### src/design/usbh_pkg.sv
// Shared widths, constants and register indexes of the universal string bucket hash.
package usbh_pkg;

  localparam int KEY_W    = 8;
  localparam int VAL_W    = 31;
  localparam int BKT_W    = 17;
  localparam int IDX_W    = 16;
  localparam int PROD_W   = 2 * VAL_W;
  localparam int CFG_W    = 31;
  localparam int REG_IDX_W = 2;

  localparam logic [VAL_W-1:0] HASH_PRIME = 31'h7FFF_FFFF;
  localparam int unsigned MAX_BUCKETS = 65536;

  localparam int DIV_STEPS = VAL_W;
  localparam int DIV_CNT_W = $clog2(DIV_STEPS);

  localparam logic [REG_IDX_W-1:0] REG_MULT_A       = 2'd0;
  localparam logic [REG_IDX_W-1:0] REG_ADD_B        = 2'd1;
  localparam logic [REG_IDX_W-1:0] REG_BUCKET_COUNT = 2'd2;

  typedef struct packed {
    logic busy;
    logic done;
  } div_stat_t;

endpackage

### src/design/usbh_if.sv
// Valid/ready channel interfaces for the key-byte input and the hash result.
interface usbh_in_if import usbh_pkg::*; ();
  logic             valid;
  logic             ready;
  logic [KEY_W-1:0] key_byte;
  logic             has_byte;
  logic             last_byte;

  modport source (output valid, key_byte, has_byte, last_byte, input ready);
  modport sink   (input valid, key_byte, has_byte, last_byte, output ready);
endinterface

interface usbh_out_if import usbh_pkg::*; ();
  logic             valid;
  logic             ready;
  logic [IDX_W-1:0] bucket_index;
  logic [VAL_W-1:0] universal_value;

  modport source (output valid, bucket_index, universal_value, input ready);
  modport sink   (input valid, bucket_index, universal_value, output ready);
endinterface

### src/design/usbh_divider.sv
// Iterative restoring remainder unit: one dividend bit per cycle.
module usbh_divider import usbh_pkg::*; (
  input  logic             clk,
  input  logic             rst_n,
  input  logic             start,
  input  logic [VAL_W-1:0] dividend,
  input  logic [BKT_W-1:0] divisor,
  output div_stat_t        stat,
  output logic [IDX_W-1:0] remainder
);

  logic                 busy_r, busy_nxt;
  logic                 done_r, done_nxt;
  logic [DIV_CNT_W-1:0] cnt_r, cnt_nxt;
  logic [VAL_W-1:0]     quo_r, quo_nxt;
  logic [IDX_W-1:0]     rem_r, rem_nxt;
  logic [BKT_W-1:0]     dvs_r, dvs_nxt;
  logic [BKT_W-1:0]     trial;

  assign trial = {rem_r, quo_r[VAL_W-1]};

  always_comb begin
    busy_nxt = busy_r;
    done_nxt = done_r;
    cnt_nxt  = cnt_r;
    quo_nxt  = quo_r;
    rem_nxt  = rem_r;
    dvs_nxt  = dvs_r;
    if (start) begin
      busy_nxt = 1'b1;
      done_nxt = 1'b0;
      cnt_nxt  = '0;
      quo_nxt  = dividend;
      rem_nxt  = '0;
      dvs_nxt  = divisor;
    end else if (busy_r) begin
      quo_nxt = {quo_r[VAL_W-2:0], 1'b0};
      if (trial >= dvs_r) begin
        rem_nxt = IDX_W'(trial - dvs_r);
      end else begin
        rem_nxt = trial[IDX_W-1:0];
      end
      cnt_nxt = cnt_r + 1'b1;
      if (cnt_r == DIV_CNT_W'(DIV_STEPS - 1)) begin
        busy_nxt = 1'b0;
        done_nxt = 1'b1;
      end
    end
  end

  always_ff @(posedge clk) begin
    if (!rst_n) begin
      busy_r <= 1'b0;
      done_r <= 1'b0;
      cnt_r  <= '0;
    end else begin
      busy_r <= busy_nxt;
      done_r <= done_nxt;
      cnt_r  <= cnt_nxt;
    end
    quo_r <= quo_nxt;
    rem_r <= rem_nxt;
    dvs_r <= dvs_nxt;
  end

  assign stat.busy = busy_r;
  assign stat.done = done_r;
  assign remainder = rem_r;

  a_rem_below_divisor: assert property (@(posedge clk) disable iff (!rst_n)
    done_r |-> ({1'b0, rem_r} < dvs_r))
    else $error("remainder not below divisor");

  a_busy_done_excl: assert property (@(posedge clk) disable iff (!rst_n)
    !(busy_r && done_r))
    else $error("divider busy and done together");

  a_start_busy: assert property (@(posedge clk) disable iff (!rst_n)
    start |=> (busy_r && !done_r))
    else $error("divider did not start");

endmodule

### src/design/universal_string_bucket_hash_top.sv
// Top level of the universal string bucket hash: byte folding, mod-P finish, bucket reduction.
//
// Usage:
//   in_ch  : one key byte per transfer (key_byte, has_byte, last_byte).
//            has_byte folds key_byte into the running residue mod 2^31-1;
//            last_byte ends the key and requests one result. An item with
//            last_byte and no byte ends the key as is (covers the empty key).
//   out_ch : one transfer per key: universal_value = (a*residue + b) mod P and
//            bucket_index = universal_value mod bucket_count.
//   cfg_*  : write mult_a (0), add_b (1), bucket_count (2); write only while idle.
//            Bucket count 0 acts as one bucket; above 65536 it saturates to 65536.
// Flow: bytes that do not end the key are taken back to back. The result of a
//   key-ending transfer passes through multiply, two Mersenne fold steps, a start
//   state, the bit-serial remainder unit and the output load, in that order.
//   in_ch.ready is low meanwhile, so no byte of the next key is taken until the result is loaded.
// Stall: the result holds in an output register; bytes of the next key are taken
//   while it waits, and the next result holds in the divider until it drains.
// Reset: rst_n (synchronous, active low) clears the residue, drops any
//   pending result and restores a=1, b=0, bucket_count=1024.
module universal_string_bucket_hash_top import usbh_pkg::*; (
  input  logic                 clk,
  input  logic                 rst_n,
  usbh_in_if.sink              in_ch,
  usbh_out_if.source           out_ch,
  input  logic                 cfg_we,
  input  logic [REG_IDX_W-1:0] cfg_index,
  input  logic [CFG_W-1:0]     cfg_data
);

  localparam logic [2:0] ST_IDLE = 3'd0;
  localparam logic [2:0] ST_MUL  = 3'd1;
  localparam logic [2:0] ST_SUM  = 3'd2;
  localparam logic [2:0] ST_RED  = 3'd3;
  localparam logic [2:0] ST_DIVS = 3'd4;
  localparam logic [2:0] ST_DIVW = 3'd5;

  logic [2:0]        state_r, state_nxt;
  logic [VAL_W-1:0]  mult_a_r, add_b_r;
  logic [BKT_W-1:0]  bucket_count_r;
  logic [VAL_W-1:0]  residue_r, residue_nxt;
  logic [PROD_W-1:0] prod_r;
  logic [VAL_W+1:0]  sum_r;
  logic [VAL_W-1:0]  value_r, value_nxt;
  logic              out_valid_r, out_valid_nxt;
  logic [IDX_W-1:0]  out_idx_r;
  logic [VAL_W-1:0]  out_val_r;

  logic              in_xfer, out_xfer, out_free;
  logic [VAL_W-1:0]  fold_lo;
  logic [VAL_W:0]    fold_sum;
  logic [VAL_W-1:0]  residue_fold;
  logic [VAL_W:0]    red_sum;
  logic [BKT_W-1:0]  bkt_eff;
  logic              div_start;
  div_stat_t         div_stat;
  logic [IDX_W-1:0]  div_rem;

  assign in_xfer  = in_ch.valid && in_ch.ready;
  assign out_xfer = out_valid_r && out_ch.ready;
  assign out_free = !out_valid_r || out_ch.ready;

  // Configuration registers.
  always_ff @(posedge clk) begin
    if (!rst_n) begin
      mult_a_r       <= VAL_W'(1);
      add_b_r        <= '0;
      bucket_count_r <= BKT_W'(1024);
    end else if (cfg_we) begin
      unique case (cfg_index)
        REG_MULT_A:       mult_a_r       <= cfg_data[VAL_W-1:0];
        REG_ADD_B:        add_b_r        <= cfg_data[VAL_W-1:0];
        REG_BUCKET_COUNT: bucket_count_r <= cfg_data[BKT_W-1:0];
        default: ;
      endcase
    end
  end

  // residue*256 + byte mod P: bits above 2^31 wrap to the bottom, then one
  // conditional subtract (sum is always below 2P).
  assign fold_lo      = {residue_r[VAL_W-KEY_W-1:0], in_ch.key_byte};
  assign fold_sum     = {1'b0, fold_lo} + {{(VAL_W+1-KEY_W){1'b0}},
                                           residue_r[VAL_W-1:VAL_W-KEY_W]};
  assign residue_fold = (fold_sum >= {1'b0, HASH_PRIME}) ?
                        VAL_W'(fold_sum - {1'b0, HASH_PRIME}) : fold_sum[VAL_W-1:0];

  // Final fold of the three-term sum; result below 2^31+3, so one subtract.
  assign red_sum = {1'b0, sum_r[VAL_W-1:0]} + {{(VAL_W-1){1'b0}}, sum_r[VAL_W+1:VAL_W]};
  assign value_nxt = (red_sum >= {1'b0, HASH_PRIME}) ?
                     VAL_W'(red_sum - {1'b0, HASH_PRIME}) : red_sum[VAL_W-1:0];

  // Clamp the bucket count to one through the maximum.
  always_comb begin
    if (bucket_count_r == '0) begin
      bkt_eff = BKT_W'(1);
    end else if (32'(bucket_count_r) > MAX_BUCKETS) begin
      bkt_eff = BKT_W'(MAX_BUCKETS);
    end else begin
      bkt_eff = bucket_count_r;
    end
  end

  assign div_start = (state_r == ST_DIVS);

  // Sequencer.
  always_comb begin
    state_nxt     = state_r;
    residue_nxt   = residue_r;
    out_valid_nxt = out_valid_r;
    if (out_xfer) begin
      out_valid_nxt = 1'b0;
    end
    unique case (state_r)
      ST_IDLE: begin
        if (in_xfer) begin
          if (in_ch.has_byte) begin
            residue_nxt = residue_fold;
          end
          if (in_ch.last_byte) begin
            state_nxt = ST_MUL;
          end
        end
      end
      ST_MUL: begin
        residue_nxt = '0;        // product captured this cycle; clear for next key
        state_nxt   = ST_SUM;
      end
      ST_SUM:  state_nxt = ST_RED;
      ST_RED:  state_nxt = ST_DIVS;
      ST_DIVS: state_nxt = ST_DIVW;
      ST_DIVW: begin
        if (div_stat.done && out_free) begin
          out_valid_nxt = 1'b1;
          state_nxt     = ST_IDLE;
        end
      end
      default: state_nxt = ST_IDLE;
    endcase
  end

  always_ff @(posedge clk) begin
    if (!rst_n) begin
      state_r     <= ST_IDLE;
      residue_r   <= '0;
      out_valid_r <= 1'b0;
    end else begin
      state_r     <= state_nxt;
      residue_r   <= residue_nxt;
      out_valid_r <= out_valid_nxt;
    end
  end

  // Datapath registers: multiply, sum of halves plus offset, reduced value, output load.
  always_ff @(posedge clk) begin
    if (state_r == ST_MUL) begin
      prod_r <= mult_a_r * residue_r;
    end
    if (state_r == ST_SUM) begin
      sum_r <= {2'b00, prod_r[VAL_W-1:0]} + {2'b00, prod_r[PROD_W-1:VAL_W]}
             + {2'b00, add_b_r};
    end
    if (state_r == ST_RED) begin
      value_r <= value_nxt;
    end
    if (state_r == ST_DIVW && div_stat.done && out_free) begin
      out_idx_r <= div_rem;
      out_val_r <= value_r;
    end
  end

  usbh_divider u_div (
    .clk       (clk),
    .rst_n     (rst_n),
    .start     (div_start),
    .dividend  (value_r),
    .divisor   (bkt_eff),
    .stat      (div_stat),
    .remainder (div_rem)
  );

  assign in_ch.ready            = (state_r == ST_IDLE);
  assign out_ch.valid           = out_valid_r;
  assign out_ch.bucket_index    = out_idx_r;
  assign out_ch.universal_value = out_val_r;

  a_residue_below_p: assert property (@(posedge clk) disable iff (!rst_n)
    residue_r != HASH_PRIME)
    else $error("residue reached the prime");

  a_value_below_p: assert property (@(posedge clk) disable iff (!rst_n)
    (state_r == ST_DIVS) |-> (value_r != HASH_PRIME))
    else $error("universal value not reduced");

  a_last_starts_finish: assert property (@(posedge clk) disable iff (!rst_n)
    (in_xfer && in_ch.last_byte) |=> (state_r == ST_MUL))
    else $error("key end did not start the finish sequence");

  a_residue_cleared: assert property (@(posedge clk) disable iff (!rst_n)
    (state_r == ST_MUL) |=> (residue_r == '0))
    else $error("residue not cleared after key");

endmodule

### src/flat_wrapper.sv
// flat-port wrapper written by rule: the top's interface ports become plain ports
module universal_string_bucket_hash_top_flat import usbh_pkg::*;
  (clk, rst_n, cfg_we, cfg_index, cfg_data, in_ch_valid, in_ch_key_byte, in_ch_has_byte, in_ch_last_byte, in_ch_ready, out_ch_valid, out_ch_bucket_index, out_ch_universal_value, out_ch_ready);
  usbh_in_if in_ch_i ();
  usbh_out_if out_ch_i ();
  input  logic clk;
  input  logic rst_n;
  input  logic cfg_we;
  input  logic [REG_IDX_W-1:0] cfg_index;
  input  logic [CFG_W-1:0] cfg_data;
  input wire logic [$bits(in_ch_i.valid)-1:0] in_ch_valid;
  input wire logic [$bits(in_ch_i.key_byte)-1:0] in_ch_key_byte;
  input wire logic [$bits(in_ch_i.has_byte)-1:0] in_ch_has_byte;
  input wire logic [$bits(in_ch_i.last_byte)-1:0] in_ch_last_byte;
  output wire logic [$bits(in_ch_i.ready)-1:0] in_ch_ready;
  output wire logic [$bits(out_ch_i.valid)-1:0] out_ch_valid;
  output wire logic [$bits(out_ch_i.bucket_index)-1:0] out_ch_bucket_index;
  output wire logic [$bits(out_ch_i.universal_value)-1:0] out_ch_universal_value;
  input wire logic [$bits(out_ch_i.ready)-1:0] out_ch_ready;
  assign in_ch_i.valid = in_ch_valid;
  assign in_ch_i.key_byte = in_ch_key_byte;
  assign in_ch_i.has_byte = in_ch_has_byte;
  assign in_ch_i.last_byte = in_ch_last_byte;
  assign in_ch_ready = in_ch_i.ready;
  assign out_ch_valid = out_ch_i.valid;
  assign out_ch_bucket_index = out_ch_i.bucket_index;
  assign out_ch_universal_value = out_ch_i.universal_value;
  assign out_ch_i.ready = out_ch_ready;
  universal_string_bucket_hash_top u_core (.clk(clk), .rst_n(rst_n), .in_ch(in_ch_i), .out_ch(out_ch_i), .cfg_we(cfg_we), .cfg_index(cfg_index), .cfg_data(cfg_data));
endmodule
### config.mk
export PLATFORM = sky130hd
export DESIGN_NAME = universal_string_bucket_hash_top_flat
export DESIGN_NICKNAME = d
export VERILOG_FILES = /design/src/design/usbh_pkg.sv /design/src/design/usbh_if.sv /design/src/design/usbh_divider.sv /design/src/design/universal_string_bucket_hash_top.sv /design/src/flat_wrapper.sv
export SDC_FILE = /design/constraint.sdc
export NUM_CORES = 2
export LEC_CHECK = 0
export ABC_AREA = 1
export BUFFER_PORTS_ARGS = -buffer_cell sky130_fd_sc_hd__buf_2
export CAP_MARGIN = 10
export CORE_MARGIN = 4
export CORE_UTILIZATION = 40
export CTS_CLUSTER_SIZE = 12
export DETAILED_ROUTE_END_ITERATION = 8
export GPL_TIMING_DRIVEN = 0
export HOLD_SLACK_MARGIN = 0.1
export SYNTH_ARGS = -nofsm -noshare
export SYNTH_HDL_FRONTEND = slang
export SYNTH_HIERARCHICAL = 1
export SYNTH_SLANG_ARGS = --single-unit
### constraint.sdc
create_clock -name clk -period 7.48 [get_ports clk]
set_clock_uncertainty 0.2 [all_clocks]
set_input_delay 0.374 -clock clk [delete_from_list [all_inputs] [get_ports clk]]
set_output_delay 0.374 -clock clk [all_outputs]
set_load 0.1 [all_outputs]
==> summary.txt <==
Result of the run: finished, final reports clean
GRT Util Overall: 28.30%
Core Region: 125600 sq um
Total number of clock tree sinks: 358
Most frequent cell on the critical path: fa_1
Clock tree from TritonCTS: yes
CP required: 7.60 ns
Final Core Density: 45.56%
Leakage power: 31.26 nW
Die Y-Extent: 363.6 um
Slew Viols, Final: 0
Detail Placement HPWL: 156.2 mm
Initial antenna violation count: 4
Crit end category: register
Slowest CP cell: fa_2
Number of CTS-inserted buffers: 40
Die Wd: 363.6 um
Post-detailed-route count of antenna-violating nets: 0
DIE AREA: 132200 sq um
Path type of the worst min-delay path: in -> reg
First DRT Iteration DRCs: 3680
Number of synthesis warnings: 6
FMAX: 0.1353 GHz
DR vias/cell: 5.131
Root buf cell: clkbuf_16
Average cell area after synthesis: 8.086 sq um
Largest buffer count on any clock path: 3
Total Power Consumption: 7.420 mW
H-tree depth: 2
Global-route wire length before repair: 274.9 mm
Shortest clock period the worst path allows after layout: 7.391 ns
Filler Cell Count: 12570
Number of instances in the placed design: 8010
VDD IR-drop max: 183.9 uV
Placement-stage cell area: 53290 sq um
Total DRC errors in the routed layout: 0
Clock transition time at the flip-flop clock pins of the worst setup and hold paths: 0.06 ns
Power density over the cells: 129.7 nW/um^2
Overflow left after global routing: 0
Instance count of the mapped netlist: 6257
Pin count of the biggest net entering global routing: 36
Number of top-level pins: 97
Number of nets in the final layout: 7690
Share of the clock period used by the worst path after layout: 98.81%
Max Fanout on Critical Path: 10
Post-route cell area: 57210 sq um
Via count of the routed design: 41760
Detailed-router iteration count before antenna repair: 6
Share of cells above drive strength 1: 9.005%
Final GP Congestion: 1.011
Critical Path Max Stage Delay: 0.68 ns
Ordered cell list for the critical path: clkbuf_8 > nand2_1 > inv_1 > fa_1 > inv_1 > fa_1 > inv_1 > fa_1 > fa_1 > fa_1 > fa_1 > fa_2 > ha_1 > ha_2 > nand2_1 > nor2_2 > inv_1 > nor4_4 > nand3_1 > nand3_2 > nand3_1 > nand3_1 > xor2_1
Combined area of all synthesized cells: 50590 sq um
Worst Path Arrival: 7.51 ns
Starting utilization of the core area: 40.29%
Total detailed-routing wirelength: 186.8 mm
Startpoint kind of the worst setup timing path: register
Number of rows in the core area: 130
Worst relative slew slack: 32.66%
Insertion delay to the later sink of the worst-skew pair: 0.58 ns
Count of maximum capacitance violations: 0
Syn_nets: 7493
Final hold vios: 0
Slew of the pin with the lowest slew margin: 1.010 ns
Placement-stage worst setup slack: -1.259 ns
Path type of the worst setup path: reg -> reg
Post-Layout Cell Count: 8138
Final critical-path setup slack: 0.08871 ns
Unrepaired setup endpoints after global routing: yes
Vias in the first global route: 42960
Relative area change from synthesis to final layout: 13.07%
Average wire per cell in the routed design: 22.95 um
Count of input and output buffers: 96
Setup violators final: 0
==> path summary, 6_finish.rpt <==
path / startpoint / endpoint / slack (ns) / depth (start not counted)
setup reg to reg: u_core/residue_r[30]$_SDFFE_PN0P_ / u_core/prod_r[61]$_DFFE_PN_ / 0.09 / 23
hold / removal: in_ch_has_byte / u_core/residue_r[30]$_SDFFE_PN0P_ / 0.23 / 7
hold reg to reg: u_core/value_r[0]$_DFFE_PN_ / u_core/out_ch.universal_value[0]$_DFFE_PP_ / 0.24 / 0
setup / recovery: u_core/residue_r[30]$_SDFFE_PN0P_ / u_core/prod_r[61]$_DFFE_PN_ / 0.09 / 23
==> flip-flops by register name (all words and copies together), names as in the netlist, 3 cells and up <==
signal / flops
u_core/add_b_r: 31
u_core/bucket_count_r: 17
u_core/mult_a_r: 31
u_core/out_ch.bucket_index: 16
u_core/out_ch.universal_value: 31
u_core/prod_r: 62
u_core/residue_r: 31
u_core/state_r: 3
u_core/sum_r: 33
u_core/u_div/cnt_r: 5
u_core/u_div/dvs_r: 17
u_core/u_div/quo_r: 31
u_core/u_div/remainder: 16
u_core/value_r: 31
==> metal layers <==
metal | GRT usage (%) | part of all wire, %
met5 | 0 | 0.0037
met4 | 13.96 | 6.2
met2 | 46.31 | 46
met3 | 5.610 | 8.5
met1 | 35.95 | 40
==> through the flow <==
| step | TNS, ns | hold WS, ns |
|---|---|---|
| after CTS | 0 | 0.1783 |
| after global routing | -0.1836 | 0.2451 |
| after floorplan | 0 | 0.2262 |
| after detailed placement | -33.65 | 0.2387 |
| after global placement | -34.21 | 0.2402 |
| final | 0 | 0.2251 |
==> where the power goes <==
part           total (mW)  leakage [nW]  switching, mW  internal [mW]
Clock                1.89         0.605          0.811           1.08
Combinational        2.80          27.5           1.83          0.970
Sequential           2.73          3.17          0.226           2.50
Total                7.42          31.3           2.87           4.55
==> repair_timing <==
item | in CTS | in global routing
pin swaps | 2 | 33
hold endpoints to repair | 88 | 0
hold buffers | 39 | 0
endpoints found under the setup margin | 44 | 36
setup buffers | 3 | 14
resized for setup | 549 | 217
==> worst max-delay path: cells and delay by family, from the launching register on <==
| kind | cells | cell delay (ns) |
|---|---|---|
| XOR/XNOR | 1 | 0.06 |
| adder cells (fa/ha/maj) | 9 | 4.65 |
| buffers and inverters | 5 | 0.59 |
| AND/OR/NAND/NOR | 8 | 1.20 |
| flip-flops | 1 | 0.42 |
==> cell usage in the layout (no fill, tap or decap), types with 8 or more instances in the layout <==
cell type / count
buf_6: 23
dfxtp_4: 14
ha_4: 14
clkbuf_2: 12
buf_2: 103
buf_8: 15
xor2_1: 77
fa_1: 855
ha_1: 293
o21a_1: 8
nand2_2: 16
nand2_1: 1610
clkbuf_4: 37
nand3b_1: 32
nor2_2: 19
buf_12: 13
a31oi_1: 16
o21ai_1: 12
nand3_2: 10
dfxtp_2: 24
nand4_1: 32
a21oi_1: 177
clkbuf_8: 60
clkbuf_16: 54
clkbuf_1: 68
xnor2_1: 49
a21oi_2: 19
o21ai_2: 12
dfxtp_1: 99
inv_1: 1604
fa_2: 17
o21ai_0: 130
nand3_1: 150
nor2_1: 350
ha_2: 9
buf_4: 52
edfxtp_1: 221
nor3_1: 38
dlygate4sd3_1: 39
==> area by class of cell <==
type,instances,area (sq um),share of cell area [%]
antenna,3,7.507,0.01312
timing repair buffer,159,1116,1.951
clock inverter,13,90.09,0.1575
clock buffer,60,1160,2.027
sequential,358,9462,16.54
inverter,1612,6051,10.58
buffer,257,2535,4.431
tap,1650,2064,3.609
multi-input combinational,4026,34720,60.70
No activity file was read; power rests on OpenSTA's default activity.
